File: config.mk
export PLATFORM = sky130hd
export DESIGN_NAME = sfr_tail
export DESIGN_NICKNAME = d
export VERILOG_FILES = /design/src/rtl/sfr_pkg.sv /design/src/rtl/sfr_tail.sv
export SDC_FILE = /design/constraint.sdc
export NUM_CORES = 2
export LEC_CHECK = 0
export BUFFER_PORTS_ARGS = -buffer_cell sky130_fd_sc_hd__buf_2
export CAP_MARGIN = 10
export CORE_UTILIZATION = 57
export CTS_CLUSTER_SIZE = 10
export DETAILED_ROUTE_END_ITERATION = 6
export GPL_ROUTABILITY_DRIVEN = 0
export PLACE_DENSITY = 0.73
export RECOVER_POWER = 25
export SYNTH_ARGS = -nofsm -noshare
export SYNTH_HDL_FRONTEND = slang
export SYNTH_SLANG_ARGS = --single-unit
File: constraint.sdc
create_clock -name clk -period 20.8 [get_ports clk]
set_input_delay 4.16 -clock clk [delete_from_list [all_inputs] [get_ports clk]]
set_output_delay 4.16 -clock clk [all_outputs]
set_load 0.03 [all_outputs]
File: src/rtl/sfr_pkg.sv
`timescale 1ns / 1ps
// ----------------------------------------------------------------------------
// sfr_pkg
// Shared widths, constants and pipeline sideband types for the Schlick
// Fresnel reflectance pipeline.
// ----------------------------------------------------------------------------
package sfr_pkg;

  localparam int VEC_W  = 16;   // Q2.14 vector component
  localparam int IDX_W  = 15;   // Q2.13 refractive index
  localparam int COS_W  = 18;   // signed Q16 cosine, -1.0 .. 1.0
  localparam int REFL_W = 17;   // Q1.16 reflectance

  localparam logic [REFL_W-1:0] ONE_Q16 = 17'h10000;
  localparam logic [32:0]       ONE_Q32 = 33'h1_0000_0000;

  // Divider lanes: lane a gives sin^2 of the transmitted angle, lane b gives r0
  localparam int Q_W     = 33;
  localparam int NUM_A_W = 62;
  localparam int DEN_A_W = 30;
  localparam int NUM_B_W = 47;
  localparam int DEN_B_W = 33;

  localparam int ROOT_STEPS = 17;
  localparam int POW_STEPS  = 4;
  localparam int P_W        = 22;  // (1 - cos)^k in Q16, up to 2^21

  localparam int FRONT_LAT = 7;
  localparam int DIV_LAT   = Q_W;
  localparam int SQRT_LAT  = ROOT_STEPS + 1;
  localparam int TAIL_LAT  = POW_STEPS + 3;
  localparam int TOTAL_LAT = FRONT_LAT + DIV_LAT + SQRT_LAT + TAIL_LAT;

  typedef struct packed {
    logic                    tir;
    logic                    gt;
    logic signed [COS_W-1:0] c;
  } sfr_side_t;

  typedef struct packed {
    sfr_side_t base;
    logic      den_a_zero;
    logic      den_b_zero;
  } sfr_div_side_t;

endpackage

File: src/rtl/sfr_tail.sv
`timescale 1ns / 1ps
// ----------------------------------------------------------------------------
// sfr_tail
// Selects the cosine, raises (1 - cos) to the fifth power over four
// multiply stages, blends with r0 and saturates.
// ----------------------------------------------------------------------------
module sfr_tail
  import sfr_pkg::*;
(
  input  logic              clk,
  input  logic              rst,
  input  logic              in_valid,
  input  sfr_side_t         in_side,
  input  logic [REFL_W-1:0] r0,
  input  logic [REFL_W-1:0] root,
  output logic              done,
  output logic [REFL_W-1:0] reflectance,
  output logic              total_internal
);

  logic                    v    [0:POW_STEPS];
  logic                    tir  [0:POW_STEPS];
  logic [REFL_W-1:0]       r0_s [0:POW_STEPS];
  logic [COS_W-1:0]        t    [0:POW_STEPS];
  logic [P_W-1:0]          p    [0:POW_STEPS];

  logic signed [COS_W-1:0] c_sel;
  logic signed [COS_W:0]   t_full;
  logic                    vb, tirb;
  logic [REFL_W-1:0]       r0b, omr;
  logic [22:0]             bl;
  logic [38:0]             bm;
  logic [23:0]             sum;

  // take the refracted cosine when n1 > n2
  assign c_sel  = in_side.gt ? signed'({1'b0, root}) : in_side.c;
  assign t_full = 19'sd65536 - 19'(c_sel);

  always_ff @(posedge clk) begin
    if (rst) begin
      v[0] <= 1'b0;
    end else begin
      v[0] <= in_valid;
    end
  end

  always_ff @(posedge clk) begin
    tir[0]  <= in_side.tir;
    r0_s[0] <= r0;
    t[0]    <= t_full[COS_W-1:0];
    p[0]    <= P_W'(t_full[COS_W-1:0]);
  end

  // multiply by t, round half up to Q16
  for (genvar k = 0; k < POW_STEPS; k++) begin : g_pow
    logic [39:0] m;
    assign m = 40'(p[k]) * 40'(t[k]);

    always_ff @(posedge clk) begin
      if (rst) begin
        v[k+1] <= 1'b0;
      end else begin
        v[k+1] <= v[k];
      end
    end

    always_ff @(posedge clk) begin
      tir[k+1]  <= tir[k];
      r0_s[k+1] <= r0_s[k];
      t[k+1]    <= t[k];
      p[k+1]    <= P_W'((m + 40'd32768) >> 16);
    end
  end

  // blend (1 - r0) * p
  assign omr = ONE_Q16 - r0_s[POW_STEPS];
  assign bm  = 39'(omr) * 39'(p[POW_STEPS]);
  assign sum = 24'(r0b) + 24'(bl);

  always_ff @(posedge clk) begin
    if (rst) begin
      vb   <= 1'b0;
      done <= 1'b0;
    end else begin
      vb   <= v[POW_STEPS];
      done <= vb;
    end
  end

  // add r0, saturate, force one on total internal reflection
  always_ff @(posedge clk) begin
    bl             <= 23'((bm + 39'd32768) >> 16);
    r0b            <= r0_s[POW_STEPS];
    tirb           <= tir[POW_STEPS];
    total_internal <= tirb;
    if (tirb || sum > 24'(ONE_Q16)) begin
      reflectance <= ONE_Q16;
    end else begin
      reflectance <= sum[REFL_W-1:0];
    end
  end

endmodule

==> run summary <==
Post-Syn Nets - 9,195
most frequent CP cell - fa_1
unrepaired setup endpoints after global routing - no
All-Layer GR Usage - 27.1%
flop and latch count out of synthesis - 316
largest net degree at the start of global routing - 41
routed wire length - 147,000 µm
r2r setup slk - 12,720 ps
input/output buffers - 75
CTS resizes - 0
hold buffers post-CTS - 0
DR vias - 45,400
mapped cell area - 64,700 µm²
Max Clock Freq - 124 MHz
worst path required time - 21,330 ps
Place WS - 12,800 ps
GRT busiest layer - met2
htree depth - 2
met2 usage - 47.6%
max-capacitance violation count - 0
grt total ovfl - 0
Worst setup EP type - flip-flop
first-pass GRT wire length - 251,000 µm
Critical Path Max Stage Delay - 790 ps
worst hold path class - flip-flop to flip-flop
# DRC - 0
remaining antenna violation count after routing - 0
largest area contributor in the netlist - fa_1
worst path bufs/invs - 2
layout net count - 9,073
dpl hpwl - 115,000 µm
Slowest-stage cell, CP - xor2_2
Reg clk slew, reported paths - 70 ps
share of layout cells above drive strength 1 - 3.46%
number of synthesized flops with an enable pin - 0
syn avg cell area - 9.19 µm²
clk sink count - 316
Worst Path Arrival - 8610 ps
Slew Limit Fails - 0
initial antenna violation count - 2
Setup Fix Bufs, Post-CTS - 0
Most used DFF post-synth - dfxtp_1
DRT iter0 DRCs - 2,518
warnings from Yosys - 0
worst-path maximum fanout - 25
initial core utilization - 57.5%
placed cells - 8,372
GR Layer Usage met1 - 34.8%
Tcrit/Tclk final - 38.9%
top cells by area, synth - fa_1, ha_1, inv_1, dfxtp_1, nand2_1
total CTS buffers - 43
row cnt - 123
Avg Vias per Cell - 5.37
Worst-Margin Slew - 1130 ps
DIE WIDTH - 339 µm
area growth from synthesis to layout - 4.68%
Clock Skew - 46.3 ps
commonest non-fill, non-tap cell in the layout - inv_1
TritonRoute pass-1 iters - 6
asr flop ratio synth - 0%
M3 GR Usage - 3.58%
CTS Buffer Depth - 3
Core ar. - 112,000 µm²
final hold slack - 313 ps
# fillers - 9,576
CTS root buf - clkbuf_16
# setup viols final - 0
status - completed
critical path type - flip-flop to flip-flop
Mapped Cells - 7,039
final critical-path setup slack - 12,720 ps
CTS tree - done
die area - 115,000 µm²
die height - 339 µm
antenna diode count - 0
vias in the first global route - 50,200
latest clock arrival within the worst-skew pair - 620 ps
I/O Pins - 76
sequential fraction of the synthesis area - 9.77%
commonest cells after routing, fill and taps aside - inv_1, fa_1, nand2_1
final period demand of the worst path - 8080 ps
Top delay family on crit path - adder cells
DR WL/cell - 17.5 µm
share of the synthesized area in the top cell type - 45.6%
Setup Total Neg Slack - 0 ps
Fin. Hold Viols - 0
Unique masters post-synth - 71
Slew HR - 24.3%
Non-Filler Instances - 8,438
CP startpoint kind - flip-flop
-- state kept, by name, summed over array words and instances (netlist names), 5 cells and up --
register	count
reflectance	17
tir	5
p	88
r0_s	85
r0b	17
bl	23
v	5
t	72
-- layout make-up --
type	instances	area [µm²]	share of cell area [%]
well taps	1500	1880	2.77
multi-input cells	4675	50700	74.9
repair buffers	141	871	1.29
flip-flops and latches	316	6330	9.34
clock inverters	15	255	0.377
inverters	1740	6530	9.64
clock buffers	51	1150	1.69
-- synthesized netlist by cell type, types with 4 or more instances --
master and instances:
a211oi_1 8, a21o_1 43, a21oi_1 97, a221oi_1 5
a31oi_1 8, and2_1 556, and3_1 16, and4_1 6
buf_1 4, clkbuf_1 302, dfxtp_1 316, fa_1 1474
ha_1 625, inv_1 1740, mux2i_1 18, nand2_1 1198
nand2b_1 14, nand3_1 30, nand4_1 16, nor2_1 135
nor2b_1 29, nor3_1 41, nor3b_1 4, nor4_1 7
o2111ai_1 5, o211ai_1 6, o21a_1 22, o21ai_0 51
o21ai_1 14, o21bai_1 6, o31ai_1 6, or2_2 9
or3_1 7, xnor2_1 109, xor2_1 54
-- routing by layer --
metal / routed length, µm / up-vias / share of wire, %
li1: - / 20100 / -
met1: 58400 / 23200 / 40
met5: 0 / - / 0
met3: 10200 / 361 / 6.9
met2: 74100 / 1614 / 50
met4: 4770 / 0 / 3.2
-- final timing paths --
path,startpoint,endpoint,cells past startpoint
worst max-delay path,r0_s[0][68]$_DFF_P_,bl[21]$_DFF_P_,25
worst min-delay path,r0_s[0][47]$_DFF_P_,r0_s[0][64]$_DFF_P_,0
worst max register to register,r0_s[0][68]$_DFF_P_,bl[21]$_DFF_P_,25
worst min register to register,r0_s[0][47]$_DFF_P_,r0_s[0][64]$_DFF_P_,0
-- through the flow --
| stage | cell area [µm²] | util, % |
|---|---|---|
| final | 67700 | 60.2 |
| after global routing | 67700 | 60.2 |
| after CTS | 67700 | 60.2 |
| after detailed placement | 66300 | 59.0 |
| after global placement | 66300 | 59.0 |
| after floorplan | 64700 | - |
-- cell families after synthesis --
kind of cell    share of synthesized area, %
buf+inv                                 11.9
mux                                    0.296
compound gates                          3.22
flops                                   9.77
simple gates                            14.9
xor+xnor                                2.21
fa+ha+maj                               57.7
Power is not shown: default switching activity piles up to over one toggle a cycle in this logic, so the estimate is an artifact.
