===== src/rtl/sfr_pkg.sv =====
`timescale 1ns / 1ps
// ----------------------------------------------------------------------------
// sfr_pkg
// Shared widths, constants and pipeline sideband types for the Schlick
// Fresnel reflectance pipeline.
// ----------------------------------------------------------------------------
package sfr_pkg;

  localparam int VEC_W  = 16;   // Q2.14 vector component
  localparam int IDX_W  = 15;   // Q2.13 refractive index
  localparam int COS_W  = 18;   // signed Q16 cosine, -1.0 .. 1.0
  localparam int REFL_W = 17;   // Q1.16 reflectance

  localparam logic [REFL_W-1:0] ONE_Q16 = 17'h10000;
  localparam logic [32:0]       ONE_Q32 = 33'h1_0000_0000;

  // Divider lanes: lane a gives sin^2 of the transmitted angle, lane b gives r0
  localparam int Q_W     = 33;
  localparam int NUM_A_W = 62;
  localparam int DEN_A_W = 30;
  localparam int NUM_B_W = 47;
  localparam int DEN_B_W = 33;

  localparam int ROOT_STEPS = 17;
  localparam int POW_STEPS  = 4;
  localparam int P_W        = 22;  // (1 - cos)^k in Q16, up to 2^21

  localparam int FRONT_LAT = 7;
  localparam int DIV_LAT   = Q_W;
  localparam int SQRT_LAT  = ROOT_STEPS + 1;
  localparam int TAIL_LAT  = POW_STEPS + 3;
  localparam int TOTAL_LAT = FRONT_LAT + DIV_LAT + SQRT_LAT + TAIL_LAT;

  typedef struct packed {
    logic                    tir;
    logic                    gt;
    logic signed [COS_W-1:0] c;
  } sfr_side_t;

  typedef struct packed {
    sfr_side_t base;
    logic      den_a_zero;
    logic      den_b_zero;
  } sfr_div_side_t;

endpackage


===== src/rtl/sfr_sqrt.sv =====
`timescale 1ns / 1ps
// ----------------------------------------------------------------------------
// sfr_sqrt
// Forms 1 - sin^2 and r0 from the quotients, then takes the integer square
// root over one bit-pair stage per result bit.
// ----------------------------------------------------------------------------
module sfr_sqrt
  import sfr_pkg::*;
(
  input  logic              clk,
  input  logic              rst,
  input  logic              in_valid,
  input  sfr_div_side_t     in_side,
  input  logic [Q_W-1:0]    q_a,
  input  logic [Q_W-1:0]    q_b,
  output logic              out_valid,
  output sfr_side_t         out_side,
  output logic [REFL_W-1:0] r0,
  output logic [REFL_W-1:0] root
);

  logic              v     [0:ROOT_STEPS];
  sfr_side_t         side  [0:ROOT_STEPS];
  logic [REFL_W-1:0] r0_s  [0:ROOT_STEPS];
  logic [32:0]       val   [0:ROOT_STEPS];
  logic [33:0]       rt    [0:ROOT_STEPS];
  logic [32:0]       sin2t;

  // clamp sin^2 to one; a zero divisor means sin^2 is zero
  always_comb begin
    if (in_side.den_a_zero) begin
      sin2t = '0;
    end else if (q_a > ONE_Q32) begin
      sin2t = ONE_Q32;
    end else begin
      sin2t = q_a;
    end
  end

  always_ff @(posedge clk) begin
    if (rst) begin
      v[0] <= 1'b0;
    end else begin
      v[0] <= in_valid;
    end
  end

  // prepare the radicand and finish r0
  always_ff @(posedge clk) begin
    side[0] <= in_side.base;
    val[0]  <= ONE_Q32 - sin2t;
    rt[0]   <= '0;
    if (in_side.den_b_zero) begin
      r0_s[0] <= '0;
    end else if (q_b > 33'(ONE_Q16)) begin
      r0_s[0] <= ONE_Q16;
    end else begin
      r0_s[0] <= q_b[REFL_W-1:0];
    end
  end

  for (genvar k = 0; k < ROOT_STEPS; k++) begin : g_step
    localparam logic [33:0] BIT = 34'd1 << (32 - 2 * k);
    logic [33:0] trial;
    logic        ge;

    assign trial = rt[k] + BIT;
    assign ge    = {1'b0, val[k]} >= trial;

    always_ff @(posedge clk) begin
      if (rst) begin
        v[k+1] <= 1'b0;
      end else begin
        v[k+1] <= v[k];
      end
    end

    always_ff @(posedge clk) begin
      side[k+1] <= side[k];
      r0_s[k+1] <= r0_s[k];
      val[k+1]  <= ge ? val[k] - trial[32:0] : val[k];
      rt[k+1]   <= ge ? (rt[k] >> 1) + BIT : rt[k] >> 1;
    end
  end

  assign out_valid = v[ROOT_STEPS];
  assign out_side  = side[ROOT_STEPS];
  assign r0        = r0_s[ROOT_STEPS];
  assign root      = rt[ROOT_STEPS][REFL_W-1:0];

endmodule


===== config.mk =====
export PLATFORM = sky130hd
export DESIGN_NAME = sfr_sqrt
export DESIGN_NICKNAME = d
export VERILOG_FILES = /design/src/rtl/sfr_pkg.sv /design/src/rtl/sfr_sqrt.sv
export SDC_FILE = /design/constraint.sdc
export NUM_CORES = 1
export LEC_CHECK = 0
export BUFFER_PORTS_ARGS = -buffer_cell sky130_fd_sc_hd__buf_2
export CORE_MARGIN = 3
export CORE_UTILIZATION = 55
export CTS_CLUSTER_SIZE = 14
export DETAILED_ROUTE_END_ITERATION = 10
export PLACE_DENSITY = 0.77
export SYNTH_ARGS = -nofsm -noshare
export SYNTH_HDL_FRONTEND = slang
export SYNTH_SLANG_ARGS = --single-unit

===== constraint.sdc =====
create_clock -name clk -period 5.2 [get_ports clk]
set_input_delay 1.04 -clock clk [delete_from_list [all_inputs] [get_ports clk]]
set_output_delay 1.04 -clock clk [all_outputs]
set_load 0.01 [all_outputs]

==> flow_summary.json <==
{
  "status": "completed",
  "seq_area_frac_synth_pct": 69.7,
  "area_delta_synth_final_pct": 15.1,
  "stdcell_area_um2": 46500,
  "grt_max_degree": 28,
  "crit_type": "reg -> reg",
  "postCtsHoldBufs": 0,
  "fin_util_pct": 64.5,
  "fin_worst_hold_slack_ps": 316,
  "finalClockSkew_ps": 17.6,
  "numCtsBuffers": 132,
  "cts.sinks": 1398,
  "setup_slack_ps": 1700,
  "yosys.area.top_type": "dfxtp_1",
  "max_stage_delay_ps": 590,
  "syn_inst": 3292,
  "m1WireLength_mm": 26.4,
  "arrival_ps": 4040,
  "grt_setup_unrepaired": "no",
  "synth-edff-count": 17,
  "vias": 22900,
  "num_antenna_cells": 0,
  "slew_headroom_pct": 27.5,
  "clock_latency_ps": 700,
  "route.final.wire_length_mm": 65.4,
  "grt_pass1_wl_mm": 108,
  "crit_chain": "inv_1 > ha_1 > nand2b_1 > a21oi_1 > a21oi_1 > o21ai_0 > o21ai_0 > and3_1 > inv_1 > nor2_1 > a21oi_1",
  "drt_iter0_drc": 1002,
  "post-route-period-util_pct": 67.2,
  "cts_setup_buffers": 0,
  "grt_pass1_vias": 23100,
  "yosys.area.top_type_share_pct": 68.5,
  "crit_buf_inv": 2,
  "period_needed_ps": 3500,
  "cts.clk_slew.worst_paths_ps": 60,
  "core_area_um2": 72100,
  "synth_area_leaders": "dfxtp_1, ha_1, xor2_1",
  "crit_top_cell": "a21oi_1",
  "ant_nets": 0,
  "gp_congestion": 0.886,
  "port_buffers": 145,
  "nFillCells": 5325,
  "drtPass1Iterations": 5,
  "cts_resized": 0,
  "cellPowerDensity_nw_per_um2": 608,
  "cts_tree": "yes",
  "min_path_type": "reg -> reg",
  "leakagePower_nw": 20.5,
  "clockRootBuffer": "clkbuf_16",
  "seq_area_um2": 28200,
  "die_w_um": 277,
  "wl_met2_mm": 34.0,
  "highest_layer": "met4",
  "async_flop_share_pct": 0,
  "wl_met3_mm": 2.52,
  "avgRoutedWirePerCell_um": 14.3,
  "yosys_warnings": 0,
  "die_area_um2": 76700,
  "slowest_stage": "and3_1",
  "initial_core_util_pct": 56.0,
  "drive_gt1_share_pct": 11.0,
  "instances_no_fill": 4586,
  "required_ps": 5740,
  "antenna_found_initial": 0,
  "setup_viol": 0,
  "layout.nets": 3810,
  "cp-start-kind": "flop",
  "crit_family": "compound AO/OA/AOI/OAI gates",
  "dp.cells": 4367,
  "tns_ps": 0,
  "p_total_mw": 28.3,
  "yosysUniqueCellTypes": 79,
  "ys.flop_type": "dfxtp_1",
  "irDropWorstVdd_mv": 0.471,
  "final_common_cell": "dfxtp_1",
  "slew_violations": 0,
  "dpl_cell_area_um2": 42200,
  "synth_seq_cells": 1398,
  "cp_max_fo": 21,
  "overflow": 0,
  "max_freq_ghz": 0.286,
  "clk_path_buf_depth": 3,
  "rows": 98,
  "io_pins": 146,
  "die_h_um": 277,
  "hold_viol": 0,
  "pre_cts_ws_ps": 1200,
  "grtUsageTotal_pct": 17.0,
  "multiInputGateArea_um2": 11400,
  "hpwlAfterDp_mm": 45.7,
  "synth_area_um2": 40400,
  "worstMarginPinSlew_ps": 1080,
  "layout_common_cells": "dfxtp_1, inv_1, ha_1",
  "avgSynthCellArea_um2": 12.3,
  "drc": 0,
  "cp-end-kind": "flop",
  "cap_violations": 0,
  "cts-htree-levels": 4,
  "reg2reg_slack_ps": 1700,
  "via_per_inst": 4.99
}
worst paths after layout:
| kind | startpoint | end | cells past startpoint |
|---|---|---|---|
| max reg2reg | rt[14][6] | val[15][16] | 11 |
| min | r0_s[15][16] | r0_s[16][16] | 0 |
| max | rt[14][6] | val[15][16] | 11 |
| min reg2reg | r0_s[15][16] | r0_s[16][16] | 0 |
synth_stat cells (4+ instances only):
master,instances
nand2_1,146
nand3_1,28
nand4b_1,4
nand3b_1,7
nand2b_1,36
nand4_1,37
o31ai_1,17
a211oi_1,11
a211o_1,4
nor4b_1,7
xnor2_1,101
mux2_2,26
mux2i_1,8
nor4_1,89
dfxtp_1,1381
nor3b_1,6
inv_1,203
and2_1,25
ha_1,167
or4_1,16
and4b_1,5
nor2_1,157
clkbuf_1,34
buf_2,6
o41ai_1,5
o21ai_1,4
nor3_1,83
a21oi_1,132
or3_1,32
xor2_1,116
o31a_1,4
o21ai_0,141
a31oi_1,15
o21bai_1,7
a21o_1,38
o211ai_1,14
o21a_1,31
or2_2,8
and3_1,8
a21boi_0,8
edfxtp_1,17
nor2b_1,47
state kept, by name, summed over array words and instances, names as in the netlist:
| signal | flops |
|---|---|
| v | 18 |
| side | 360 |
| rt | 153 |
| val | 561 |
| r0_s | 306 |
kinds of logic (layout without fill, tap and decap cells):
logic type / Yosys count / after routing / share of synthesized area, %
mux: 34 / 34 / 0.923
other cells: 2 / 18 / 0.0186
flops: 1398 / 1398 / 69.7
compound gates: 469 / 469 / 7.15
buf+inv: 245 / 573 / 2.31
fa+ha+maj: 168 / 168 / 5.22
simple gates: 759 / 759 / 9.94
xor+xnor: 217 / 217 / 4.71
per-layer routing:
layer | track usage (%) | vias up
met5 | 0 | -
met4 | 8.23 | 0
met3 | 3.20 | 180
met2 | 32.3 | 478
met1 | 18.1 | 10500
li1 | - | 11700
area by class of cell:
| type | instances | share of cell area [%] |
|---|---|---|
| repair buffers | 151 | 1.66 |
| well taps | 950 | 2.56 |
| multi-input cells | 1665 | 24.5 |
| flip-flops and latches | 1398 | 60.6 |
| clock inverters | 43 | 1.21 |
| clock buffers | 176 | 7.90 |
| inverters | 203 | 1.64 |
where the power goes:
group          total [mW]  internal, mW  switching (mW)
combinational        5.52          2.59            2.94
sequential           13.6          12.5            1.05
clock                9.16          5.35            3.81
total                28.3          20.5            7.80
(Power assumes the default switching activity.)
